**src/rtl/core/aging_keyed_slot_table_core_assert.svh**
```systemverilog
// Assertion macros shared by the slot table RTL.
`ifndef AGING_KEYED_SLOT_TABLE_CORE_ASSERT_SVH
`define AGING_KEYED_SLOT_TABLE_CORE_ASSERT_SVH

`ifndef SYNTHESIS
// Property must hold at every clock edge outside reset.
`define AKST_ASSERT(label, prop) \
  label: assert property (@(posedge clk) disable iff (rst) prop) \
    else $error("slot table assertion failed");
// Condition must never be true outside reset.
`define AKST_NEVER(label, cond) \
  label: assert property (@(posedge clk) disable iff (rst) !(cond)) \
    else $error("slot table forbidden condition seen");
`else
`define AKST_ASSERT(label, prop)
`define AKST_NEVER(label, cond)
`endif

`endif

```
**src/rtl/core/akst_pkg.sv**
```systemverilog
// Types and constants of the aging keyed slot table.
package akst_pkg;

  localparam int KIND_W     = 2;
  localparam int KEY_W      = 16;
  localparam int TIME_W     = 31;
  localparam int END_W      = 32;
  localparam int LIFE_W     = 16;
  localparam int OUT_IDX_W  = 5;
  localparam int S_TDATA_W  = 64;
  localparam int M_TDATA_W  = 24;
  localparam int S_TUSER_W  = 2;
  localparam int M_TUSER_W  = 2;
  localparam int CFG_IDX_W  = 1;

  // Beam kinds
  localparam logic [KIND_W-1:0] KIND_PARASITE  = 2'd0;
  localparam logic [KIND_W-1:0] KIND_GRAPPLE   = 2'd1;
  localparam logic [KIND_W-1:0] KIND_LIGHTNING = 2'd2;
  localparam logic [KIND_W-1:0] KIND_HEAT      = 2'd3;

  // Configuration register indexes
  localparam logic [CFG_IDX_W-1:0] REG_NORMAL_LIFETIME   = 1'd0;
  localparam logic [CFG_IDX_W-1:0] REG_HEAT_NEW_LIFETIME = 1'd1;

  localparam logic [LIFE_W-1:0] NORMAL_LIFETIME_RST   = 16'd200;
  localparam logic [LIFE_W-1:0] HEAT_NEW_LIFETIME_RST = 16'd100;

  // Controller to datapath commands
  typedef struct packed {
    logic load;    // capture request, restart scan
    logic rd_en;   // issue one slot read at the scan counter
    logic commit;  // write the chosen slot and load the result register
  } cmd_t;

  // Datapath to controller status
  typedef struct packed {
    logic last_issue;  // scan counter sits on the final slot
  } status_t;

endpackage

```
**src/rtl/core/akst_ram.sv**
```systemverilog
// Generic single-write, single-read RAM with registered read data.
module akst_ram #(
  parameter int WIDTH = 32,
  parameter int DEPTH = 32
) (
  input  logic                     clk,
  input  logic                     we,
  input  logic [$clog2(DEPTH)-1:0] waddr,
  input  logic [WIDTH-1:0]         wdata,
  input  logic                     re,
  input  logic [$clog2(DEPTH)-1:0] raddr,
  output logic [WIDTH-1:0]         rdata
);

  logic [WIDTH-1:0] mem [DEPTH];

  always_ff @(posedge clk) begin
    if (we) begin
      mem[waddr] <= wdata;
    end
    if (re) begin
      rdata <= mem[raddr];
    end
  end

endmodule

```
**src/rtl/core/akst_ctrl.sv**
```systemverilog
// Sequencer: accept, scan all slots, drain, commit and hand off the result.
module akst_ctrl (
  input  logic             clk,
  input  logic             rst,
  input  logic             s_tvalid,
  output logic             s_tready,
  output logic             m_tvalid,
  input  logic             m_tready,
  input  akst_pkg::status_t st,
  output akst_pkg::cmd_t    cmd
);

  localparam logic [1:0] ST_IDLE   = 2'd0;
  localparam logic [1:0] ST_SCAN   = 2'd1;
  localparam logic [1:0] ST_DRAIN  = 2'd2;
  localparam logic [1:0] ST_COMMIT = 2'd3;

  logic [1:0] state;
  logic [1:0] state_next;
  logic       out_valid;
  logic       out_free;

  assign out_free = !out_valid || m_tready;
  assign s_tready = (state == ST_IDLE);
  assign m_tvalid = out_valid;

  // Commands
  always_comb begin
    cmd        = '0;
    cmd.load   = (state == ST_IDLE) && s_tvalid;
    cmd.rd_en  = (state == ST_SCAN);
    cmd.commit = (state == ST_COMMIT) && out_free;
  end

  // Next state
  always_comb begin
    state_next = state;
    case (state)
      ST_IDLE: begin
        if (s_tvalid) state_next = ST_SCAN;
      end
      ST_SCAN: begin
        if (st.last_issue) state_next = ST_DRAIN;
      end
      ST_DRAIN: begin
        state_next = ST_COMMIT;
      end
      ST_COMMIT: begin
        if (out_free) state_next = ST_IDLE;
      end
      default: begin
        state_next = ST_IDLE;
      end
    endcase
  end

  always_ff @(posedge clk) begin
    if (rst) begin
      state     <= ST_IDLE;
      out_valid <= 1'b0;
    end else begin
      state <= state_next;
      if (cmd.commit) begin
        out_valid <= 1'b1;
      end else if (m_tready) begin
        out_valid <= 1'b0;
      end
    end
  end

endmodule

```
**src/rtl/core/akst_dp.sv**
```systemverilog
// Slot storage, scan compare, slot update and result register.
module akst_dp #(
  parameter int SLOT_COUNT = 32
) (
  input  logic                                 clk,
  input  logic                                 rst,
  input  akst_pkg::cmd_t                       cmd,
  output akst_pkg::status_t                    st,
  input  logic                                 cfg_we,
  input  logic [akst_pkg::CFG_IDX_W-1:0]       cfg_index,
  input  logic [akst_pkg::LIFE_W-1:0]          cfg_data,
  input  logic [akst_pkg::KIND_W-1:0]          in_kind,
  input  logic signed [akst_pkg::KEY_W-1:0]    in_src,
  input  logic signed [akst_pkg::KEY_W-1:0]    in_dst,
  input  logic [akst_pkg::TIME_W-1:0]          in_now,
  output logic [akst_pkg::OUT_IDX_W-1:0]       slot_index,
  output logic                                 was_override,
  output logic                                 overflow,
  output logic signed [akst_pkg::KEY_W-1:0]    echo_key
);

  localparam int IDX_W  = $clog2(SLOT_COUNT);
  localparam int REC_W  = akst_pkg::KEY_W + akst_pkg::END_W;

  // Lifetime registers
  logic [akst_pkg::LIFE_W-1:0] normal_lifetime;
  logic [akst_pkg::LIFE_W-1:0] heat_new_lifetime;

  always_ff @(posedge clk) begin
    if (rst) begin
      normal_lifetime   <= akst_pkg::NORMAL_LIFETIME_RST;
      heat_new_lifetime <= akst_pkg::HEAT_NEW_LIFETIME_RST;
    end else if (cfg_we) begin
      case (cfg_index)
        akst_pkg::REG_NORMAL_LIFETIME:   normal_lifetime   <= cfg_data;
        akst_pkg::REG_HEAT_NEW_LIFETIME: heat_new_lifetime <= cfg_data;
        default: ;
      endcase
    end
  end

  // Captured request
  logic [akst_pkg::KIND_W-1:0]       req_kind;
  logic signed [akst_pkg::KEY_W-1:0] req_src;
  logic signed [akst_pkg::KEY_W-1:0] req_dst;
  logic [akst_pkg::TIME_W-1:0]       req_now;
  logic                              req_light;

  always_ff @(posedge clk) begin
    if (cmd.load) begin
      req_kind <= in_kind;
      req_src  <= in_src;
      req_dst  <= in_dst;
      req_now  <= in_now;
    end
  end

  assign req_light = (req_kind == akst_pkg::KIND_LIGHTNING);

  // Scan counter and read tracking
  logic [IDX_W-1:0] cnt;
  logic             rd_vld;
  logic [IDX_W-1:0] rd_idx;

  always_ff @(posedge clk) begin
    if (rst) begin
      cnt    <= '0;
      rd_vld <= 1'b0;
    end else begin
      rd_vld <= cmd.rd_en;
      if (cmd.load) begin
        cnt <= '0;
      end else if (cmd.rd_en) begin
        cnt <= cnt + 1'b1;
      end
    end
  end

  always_ff @(posedge clk) begin
    if (cmd.rd_en) begin
      rd_idx <= cnt;
    end
  end

  assign st.last_issue = (cnt == IDX_W'(SLOT_COUNT - 1));

  // Per-slot written marks; an unwritten slot reads as all zero
  logic [SLOT_COUNT-1:0] slot_valid;
  logic                  valid_rd;

  // Write side
  logic             hit_found;
  logic [IDX_W-1:0] hit_idx;
  logic             free_found;
  logic [IDX_W-1:0] free_idx;
  logic [IDX_W-1:0] wr_idx;
  logic             wr_en;
  logic             dst_we;
  logic [akst_pkg::KEY_W-1:0] dst_wdata;
  logic [akst_pkg::END_W-1:0] new_end;
  logic [akst_pkg::LIFE_W-1:0] life;
  logic [REC_W-1:0] rec_wdata;

  assign wr_idx   = hit_found ? hit_idx : free_idx;
  assign wr_en    = cmd.commit && (hit_found || free_found);
  assign dst_we   = wr_en && (req_light || !slot_valid[wr_idx]);
  assign dst_wdata = req_light ? req_dst : '0;
  // Overrides always use the normal lifetime; only a new heat slot is short
  assign life     = (!hit_found && req_kind == akst_pkg::KIND_HEAT) ?
                    heat_new_lifetime : normal_lifetime;
  assign new_end  = akst_pkg::END_W'(req_now) + akst_pkg::END_W'(life);
  assign rec_wdata = {req_src, new_end};

  always_ff @(posedge clk) begin
    if (rst) begin
      slot_valid <= '0;
    end else if (wr_en) begin
      slot_valid[wr_idx] <= 1'b1;
    end
  end

  always_ff @(posedge clk) begin
    if (cmd.rd_en) begin
      valid_rd <= slot_valid[cnt];
    end
  end

  // Slot storage: source key with end time, and destination key
  logic [REC_W-1:0]           rec_rdata;
  logic [akst_pkg::KEY_W-1:0] dst_rdata;

  akst_ram #(
    .WIDTH(REC_W),
    .DEPTH(SLOT_COUNT)
  ) u_rec_ram (
    .clk  (clk),
    .we   (wr_en),
    .waddr(wr_idx),
    .wdata(rec_wdata),
    .re   (cmd.rd_en),
    .raddr(cnt),
    .rdata(rec_rdata)
  );

  akst_ram #(
    .WIDTH(akst_pkg::KEY_W),
    .DEPTH(SLOT_COUNT)
  ) u_dst_ram (
    .clk  (clk),
    .we   (dst_we),
    .waddr(wr_idx),
    .wdata(dst_wdata),
    .re   (cmd.rd_en),
    .raddr(cnt),
    .rdata(dst_rdata)
  );

  // Compare one returned slot per cycle
  logic [akst_pkg::KEY_W-1:0] eff_src;
  logic [akst_pkg::KEY_W-1:0] eff_dst;
  logic [akst_pkg::END_W-1:0] eff_end;
  logic                       match;
  logic                       expired;

  assign eff_src = valid_rd ? rec_rdata[REC_W-1 -: akst_pkg::KEY_W] : '0;
  assign eff_end = valid_rd ? rec_rdata[akst_pkg::END_W-1:0] : '0;
  assign eff_dst = valid_rd ? dst_rdata : '0;
  assign match   = (eff_src == req_src) && (!req_light || eff_dst == req_dst);
  assign expired = eff_end < akst_pkg::END_W'(req_now);

  // Keep the first hit and the first expired slot
  always_ff @(posedge clk) begin
    if (rst) begin
      hit_found  <= 1'b0;
      free_found <= 1'b0;
    end else if (cmd.load) begin
      hit_found  <= 1'b0;
      free_found <= 1'b0;
    end else if (rd_vld) begin
      if (!hit_found && match) begin
        hit_found <= 1'b1;
      end
      if (!free_found && expired) begin
        free_found <= 1'b1;
      end
    end
  end

  always_ff @(posedge clk) begin
    if (rd_vld && !hit_found && match) begin
      hit_idx <= rd_idx;
    end
    if (rd_vld && !free_found && expired) begin
      free_idx <= rd_idx;
    end
  end

  // Result register
  always_ff @(posedge clk) begin
    if (cmd.commit) begin
      slot_index   <= (hit_found || free_found) ? akst_pkg::OUT_IDX_W'(wr_idx) : '0;
      was_override <= hit_found;
      overflow     <= !hit_found && !free_found;
      echo_key     <= req_src;
    end
  end

endmodule

```
**src/rtl/core/aging_keyed_slot_table_core.sv**
```systemverilog
// Sequence: accept a request, scan the slot RAM one read per cycle, then a drain state
// and a commit state; the commit waits while the output register is still held, and a new
// request is taken only back in idle, after the previous one has committed.
// A finished result waits in its output register while the next request is taken.
// Reset (rst, synchronous): clears control, lifetimes to 200/100 and all slot marks
// at once, so every slot reads as zero right away; no clearing pass.
`include "aging_keyed_slot_table_core_assert.svh"

module aging_keyed_slot_table_core #(
  parameter int SLOT_COUNT = 32
) (
  input  logic                                clk,
  input  logic                                rst,
  // Request stream
  input  logic                                s_tvalid,
  output logic                                s_tready,
  // [15:0] source_key, [31:16] dest_key, [62:32] now_time, [63] zero
  input  logic [akst_pkg::S_TDATA_W-1:0]      s_tdata,
  // [1:0] beam_kind
  input  logic [akst_pkg::S_TUSER_W-1:0]      s_tuser,
  // Result stream
  output logic                                m_tvalid,
  input  logic                                m_tready,
  // [4:0] slot_index, [20:5] echo_key, [23:21] zero
  output logic [akst_pkg::M_TDATA_W-1:0]      m_tdata,
  // [0] was_override, [1] overflow
  output logic [akst_pkg::M_TUSER_W-1:0]      m_tuser,
  // Configuration writes
  input  logic                                cfg_we,
  input  logic [akst_pkg::CFG_IDX_W-1:0]      cfg_index,
  input  logic [akst_pkg::LIFE_W-1:0]         cfg_data
);

  akst_pkg::cmd_t    cmd;
  akst_pkg::status_t st;

  logic [akst_pkg::OUT_IDX_W-1:0]    slot_index;
  logic                              was_override;
  logic                              overflow;
  logic signed [akst_pkg::KEY_W-1:0] echo_key;

  akst_ctrl u_ctrl (
    .clk     (clk),
    .rst     (rst),
    .s_tvalid(s_tvalid),
    .s_tready(s_tready),
    .m_tvalid(m_tvalid),
    .m_tready(m_tready),
    .st      (st),
    .cmd     (cmd)
  );

  akst_dp #(
    .SLOT_COUNT(SLOT_COUNT)
  ) u_dp (
    .clk         (clk),
    .rst         (rst),
    .cmd         (cmd),
    .st          (st),
    .cfg_we      (cfg_we),
    .cfg_index   (cfg_index),
    .cfg_data    (cfg_data),
    .in_kind     (s_tuser[akst_pkg::KIND_W-1:0]),
    .in_src      (s_tdata[15:0]),
    .in_dst      (s_tdata[31:16]),
    .in_now      (s_tdata[62:32]),
    .slot_index  (slot_index),
    .was_override(was_override),
    .overflow    (overflow),
    .echo_key    (echo_key)
  );

  // Output packing
  assign m_tdata = {3'b000, echo_key, slot_index};
  assign m_tuser = {overflow, was_override};

  // An overflow result never names a slot or claims an override
  `AKST_ASSERT(a_ovf_clean, (m_tvalid && m_tuser[1]) |-> (m_tdata[4:0] == '0 && !m_tuser[0]))
  // A request is followed by a scan, never by a second accept
  `AKST_ASSERT(a_one_at_a_time, (s_tvalid && s_tready) |=> !s_tready)
  // A commit only happens when the result register is free
  `AKST_NEVER(a_commit_free, cmd.commit && m_tvalid && !m_tready)
  // A commit always presents a result on the next cycle
  `AKST_ASSERT(a_commit_shows, cmd.commit |=> m_tvalid)

endmodule
```
**config.mk**
```make
export PLATFORM = sky130hd
export DESIGN_NAME = aging_keyed_slot_table_core
export DESIGN_NICKNAME = d
export VERILOG_FILES = /design/src/rtl/core/akst_pkg.sv /design/src/rtl/core/akst_ram.sv /design/src/rtl/core/akst_ctrl.sv /design/src/rtl/core/akst_dp.sv /design/src/rtl/core/aging_keyed_slot_table_core.sv
export VERILOG_INCLUDE_DIRS = /design/src /design/src/rtl/core
export SDC_FILE = /design/constraint.sdc
export NUM_CORES = 2
export LEC_CHECK = 0
export ABC_CLOCK_PERIOD_IN_PS = 13540
export BUFFER_PORTS_ARGS = -buffer_cell sky130_fd_sc_hd__buf_2
export CAP_MARGIN = 20
export CORE_AREA = 2 2 340 595
export CTS_CLUSTER_SIZE = 30
export DETAILED_ROUTE_END_ITERATION = 7
export DIE_AREA = 0 0 342 597
export GPL_ROUTABILITY_DRIVEN = 0
export HOLD_SLACK_MARGIN = 0.06
export MAX_ROUTING_LAYER = met4
export PLACE_DENSITY = 0.62
export SLEW_MARGIN = 25
export SYNTH_ARGS = -nofsm -noshare
export SYNTH_HDL_FRONTEND = slang
export SYNTH_SLANG_ARGS = --single-unit
```
**constraint.sdc**
```tcl
create_clock -name clk -period 13.54 [get_ports clk]
set_clock_uncertainty 0.05 [all_clocks]
set_input_delay 2.708 -clock clk [delete_from_list [all_inputs] [get_ports clk]]
set_output_delay 2.708 -clock clk [all_outputs]
set_load 0.005 [all_outputs]
```
After elaboration in Yosys (flattened, before gate mapping)
Memories as Yosys holds them, arrays and structs flattened. A register that Yosys moved wholly into a read port is not among the register bits. Cells that the tools add are included.

Register bits after elaboration: 179. Bits in latches: 0. Bits in writable memories: 2048. Memory bits (read-only): 0. Logic and storage cells: 95. Memories: 2.

Add/subtract/negate cells: 2. Multipliers: 0. Div/mod/pow operators: 0. $lt $le $gt $ge: 4. Equality and inequality tests: 11. Shift operators: 0. Multiplexer cells: 22. Bitwise operators: 2. Reductions and logical operators: 31.

Memory list: u_dp.u_rec_ram.mem (depth 32, bits a word 48, rd ports 1, clocked after Yosys merged registers in 1, write ports 1, line akst_ram.sv:15) `logic [WIDTH-1:0] mem [DEPTH];`; u_dp.u_dst_ram.mem (depth 32, bits a word 16, rd ports 1, clocked after Yosys merged registers in 1, write ports 1, line akst_ram.sv:15).

Operators by type and width (count): $mux 16 (4); $add 31x16->32 (1); $eq 16x16->1 (2); $lt 32x31->1 (1); $mux 32 (1); $or 32x32->32 (1); $logic_and 1x1->1 (14); $lt 5x6->1 const B (2); $bmux 1 s5 (2); $mux 1 (9); $eq 2x2->1 const B (4); $pmux 2 s4 (1); $reduce_and 2->1 (4); $mux 2 (3); $add 5x1->5 const B (1); $demux 1 s5 (1); $eq 5x5->1 const B (1); $ge 5x1->1 const B (1); $logic_not 1->1 (5); $mux 5 (1); $logic_or 1x1->1 (4); $ne 2x2->1 const B (2); $reduce_and 3->1 (1); $eq 2x1->1 const B (1); other kinds (5) (5).

Depth between registers and ports, before layout
Word-level depth: 8. Gate-level depth with buffers: 15.

By module
Synthesis repeated with hierarchy kept, for this count alone.

Cell total of the unflattened synthesis: 5489. Area, all modules: 91606.6 µm².

By module, submodules not included: akst_ram at u_dp.u_rec_ram (instances 1, cells an instance 3364, area each 61205.0 µm²); akst_ram at u_dp.u_dst_ram (instances 1, cells an instance 1143, area each 20696.1 µm²); akst_dp (instances 1, cells an instance 952, area each 9449.1 µm²); akst_ctrl (instances 1, cells an instance 24, area each 215.2 µm²); aging_keyed_slot_table_core (instances 1, cells an instance 6, area each 41.3 µm²).

Worst setup path before layout
No wires, ideal clock.

Path type: input port to flip-flop. Start: in m_tready. End: mem u_dp.u_rec_ram.mem[0][0] in the netlist's numbering, enable pin. Arrival time: 6.054 ns. Data required time: 13.036 ns. Setup slack: 6.982 ns. Stages: 6. Cell sequence: nand2b_1 and2_1 nor2b_1 nand3_1 clkbuf_1 nor2_1.

RTL lines: from (decl) (line aging_keyed_slot_table_core.sv:23) `input logic m_tready,`; to (decl) (line akst_ram.sv:15).

==> flow_summary.json <==
{
  "status": "complete, no violations",
  "grt_pass1_wl_mm": 318,
  "relSlewSlack": 0.266,
  "fin_crit_ns": 5.72,
  "io_pins": 116,
  "ys_seq_elements": 2291,
  "io_buffers": 111,
  "cp_cell_sequence": "buf_2, nand2b_1, and2_2, buf_4, nor2b_1, nand3_2, nor2_4, buf_4",
  "cts_tree": "yes",
  "worst-slew-pin-transition_ns": 1.10,
  "hold-worst-slack_ns": 0.376,
  "hold_buffers": 0,
  "cts.repair.resized": 0,
  "min_path_type": "flip-flop to flip-flop",
  "drv_cap": 0,
  "die_h_um": 597,
  "setup_tns_ns": 0,
  "synth_cell_types": 73,
  "clk_pin_slew_ns": 0.06,
  "drcViolationCount": 0,
  "fin_util": 0.506,
  "placed_cells": 6699,
  "via_per_inst": 6.00,
  "grt-ovfl-total": 0,
  "drtPass1Iterations": 5,
  "worst-path-max-fanout": 29,
  "postCtsSetupBuffers": 0,
  "clk_latency_ns": 0.87,
  "critPathMaxStageDelay_ns": 1.04,
  "synth_ff_type": "edfxtp_1",
  "whs_endpoint": "u_dp.free_idx[0]",
  "cellLeakagePower_nw": 31.1,
  "syn_inst": 4020,
  "r2r_start": "u_dp.req_kind[0]",
  "grt_pass1_vias": 43846,
  "finalPower_mw": 17.2,
  "crit_type": "input port to flip-flop",
  "cts_buffers": 210,
  "yosysWarnings": 0,
  "synth_edf_count": 2216,
  "yosysMostFrequentCell": "edfxtp_1",
  "wirelength_mm": 222,
  "whs_path_depth": 0,
  "core_area_mm2": 0.199,
  "period_share": 0.423,
  "r2r_setup_slack_ns": 8.67,
  "htree_levels": 4,
  "start_util": 0.448,
  "synthTopCellsByArea": "edfxtp_1, mux4_2, dfxtp_1",
  "synth_top_area_frac": 0.745,
  "dieArea_mm2": 0.204,
  "drt_iter0_markers": 4660,
  "cp_common_cell": "buf_4",
  "finalMaxSlewViolations": 0,
  "syn_area_mm2": 0.0893,
  "fin_cells": 7077,
  "cp.required_ns": 13.92,
  "grt_max_degree": 139,
  "cp_slowest_cell": "nor2_4",
  "syn_to_final_growth_pct": 12.8,
  "fmax_mhz": 175,
  "start_kind": "input port",
  "nNetsFinal": 4429,
  "cts_sinks": 2291,
  "antenna_found_initial": 5,
  "die_x_um": 342,
  "critical_path.n_buffers_inverters": 3,
  "ir_drop_mv": 0.127,
  "rr_worst_depth": 11,
  "grt_util_all_layers": 0.225,
  "ys_async_sr_fraction": 0,
  "rows": 217,
  "post_drt_wl_per_cell_um": 31.4,
  "vias": 42468,
  "netlist_top_cells_count": "edfxtp_1, mux4_2, clkbuf_1, nand2_1, a21oi_1",
  "critPathArrivalTime_ns": 6.10,
  "rr_endpoint": "u_dp.u_rec_ram.mem[8][30]",
  "fill_cells": 15780,
  "path_delay_family": "simple AND/OR/NAND/NOR gates",
  "avgSynthCellArea_um2": 22.2,
  "power_density_mw_per_mm2": 171,
  "endpoint_kind": "flip-flop",
  "rsz0062_at_grt": "false",
  "finalSetupViolations": 0,
  "drtAntennaViolNets": 0,
  "seq_area_frac_synth": 0.762,
  "dpl.hpwl_mm": 119,
  "cts_root_buf": "clkbuf_16",
  "yosysTopAreaCell": "edfxtp_1",
  "clockBufferDepth": 4,
  "finalHoldViolations": 0,
  "min-delay-start": "u_dp.rd_idx[0]",
  "drive_above_1_share": 0.316
}
-- layer usage --
metal,vias up,track usage,part of all wire
li1,17355,-,-
met1,23159,0.279,0.38
met2,1560,0.385,0.53
met3,394,0.0259,0.056
met4,0,0.0760,0.037
met5,-,-,0
-- registers in the layout, summed over array words and instances (netlist names), 2 cells and up --
signal and flops:
u_dp.req_kind 2, u_dp.req_dst 16, u_dp.u_rec_ram.rdata 48, u_dp.req_now 31, u_dp.cnt 5, u_dp.u_dst_ram.mem 512
u_dp.rd_idx 5, u_ctrl.state 2, u_dp.req_src 16, u_dp.u_rec_ram.mem 1536, u_dp.u_dst_ram.rdata 16, u_dp.hit_idx 5
u_dp.normal_lifetime 16, u_dp.free_idx 5, u_dp.echo_key 16, u_dp.slot_index 5, u_dp.slot_valid 32, u_dp.heat_new_lifetime 16
-- cells by family (layout without fill, tap and decap cells) --
kind of cell,count (synthesis),count (layout),synth area share
compound gates,221,221,0.0153
xor+xnor,42,42,0.00412
fa+ha+maj,54,54,0.00765
buf+inv,259,685,0.0122
flops,2291,2291,0.762
mux,745,745,0.176
other cells,1,4,0.0000420
simple gates,407,407,0.0228
-- metrics by stage --
step / cell area, um^2 / setup WS (ns)
final: 101000 / 7.82
after global routing: 101000 / 7.75
after floorplan: 89300 / 6.98
after global placement: 93900 / 6.59
after CTS: 101000 / 7.80
after detailed placement: 94000 / 6.94
-- power by group --
part           internal [mW]  total (mW)  switching (mW)
sequential              8.53        8.67           0.138
clock                   3.24        5.83            2.60
combinational           1.13        2.72            1.59
total                   12.9        17.2            4.33
-- layout by cell type (no fill, tap or decap), types with 13 or more instances in the layout --
cell type  synthesis  final
mux2_2            81     81
nand2_1          123    123
o21ai_0           26     25
clkinv_2           0     33
bufinv_16          0     17
inv_4              0     17
buf_2             52    111
a21oi_1          110    110
clkbuf_16          0    212
inv_1             57     41
nor2_4             0     16
nand3b_1          19     19
ha_1              53     52
mux4_2           652    652
nor2_1            93     76
nor3_2             0     16
clkinv_1           0     35
nand3_1           16     15
edfxtp_1        2216   2216
buf_4              5    131
clkbuf_1         125     50
and2_1            55     41
a21o_1            13     13
and2_2             0     13
o22ai_1           13     13
dfxtp_1           75     70
-- worst max-delay path by stage --
stage | slack [ns] | end | cells past startpoint | start
after floorplan | 6.98 | u_dp.u_rec_ram.mem[0][0] | 6 | m_tready
after global placement | 6.59 | u_dp.u_rec_ram.mem[24][27] | 8 | m_tready
after global routing | 7.75 | u_dp.u_rec_ram.mem[24][33] | 8 | m_tready
after detailed placement | 6.94 | u_dp.u_rec_ram.mem[24][25] | 8 | m_tready
final | 7.82 | u_dp.u_rec_ram.mem[24][33] | 8 | m_tready
after CTS | 7.80 | u_dp.u_rec_ram.mem[24][33] | 8 | m_tready
-- worst reg2reg max path, delay by kind of cell, from the launching register on --
kind / cells / cell delay, ns
fa+ha+maj: 2 / 0.65
mux: 1 / 0.43
xor+xnor: 1 / 0.73
compound gates: 5 / 1.83
flops: 1 / 0.40
simple gates: 1 / 0.10
buf+inv: 1 / 0.31
-- layout make-up --
cell class              instances  area, um^2  share of cell area
clock buffers                 268        5580              0.0553
repair buffers                255        1780              0.0177
flip-flops and latches       2291       68100               0.675
inverters                      57         254             0.00252
multi-input cells            1472       20800               0.206
clock inverters               105        1020              0.0101
diodes                          1        2.50           0.0000248
well taps                    2628        3290              0.0326
Power figures use the tool's default switching activity.
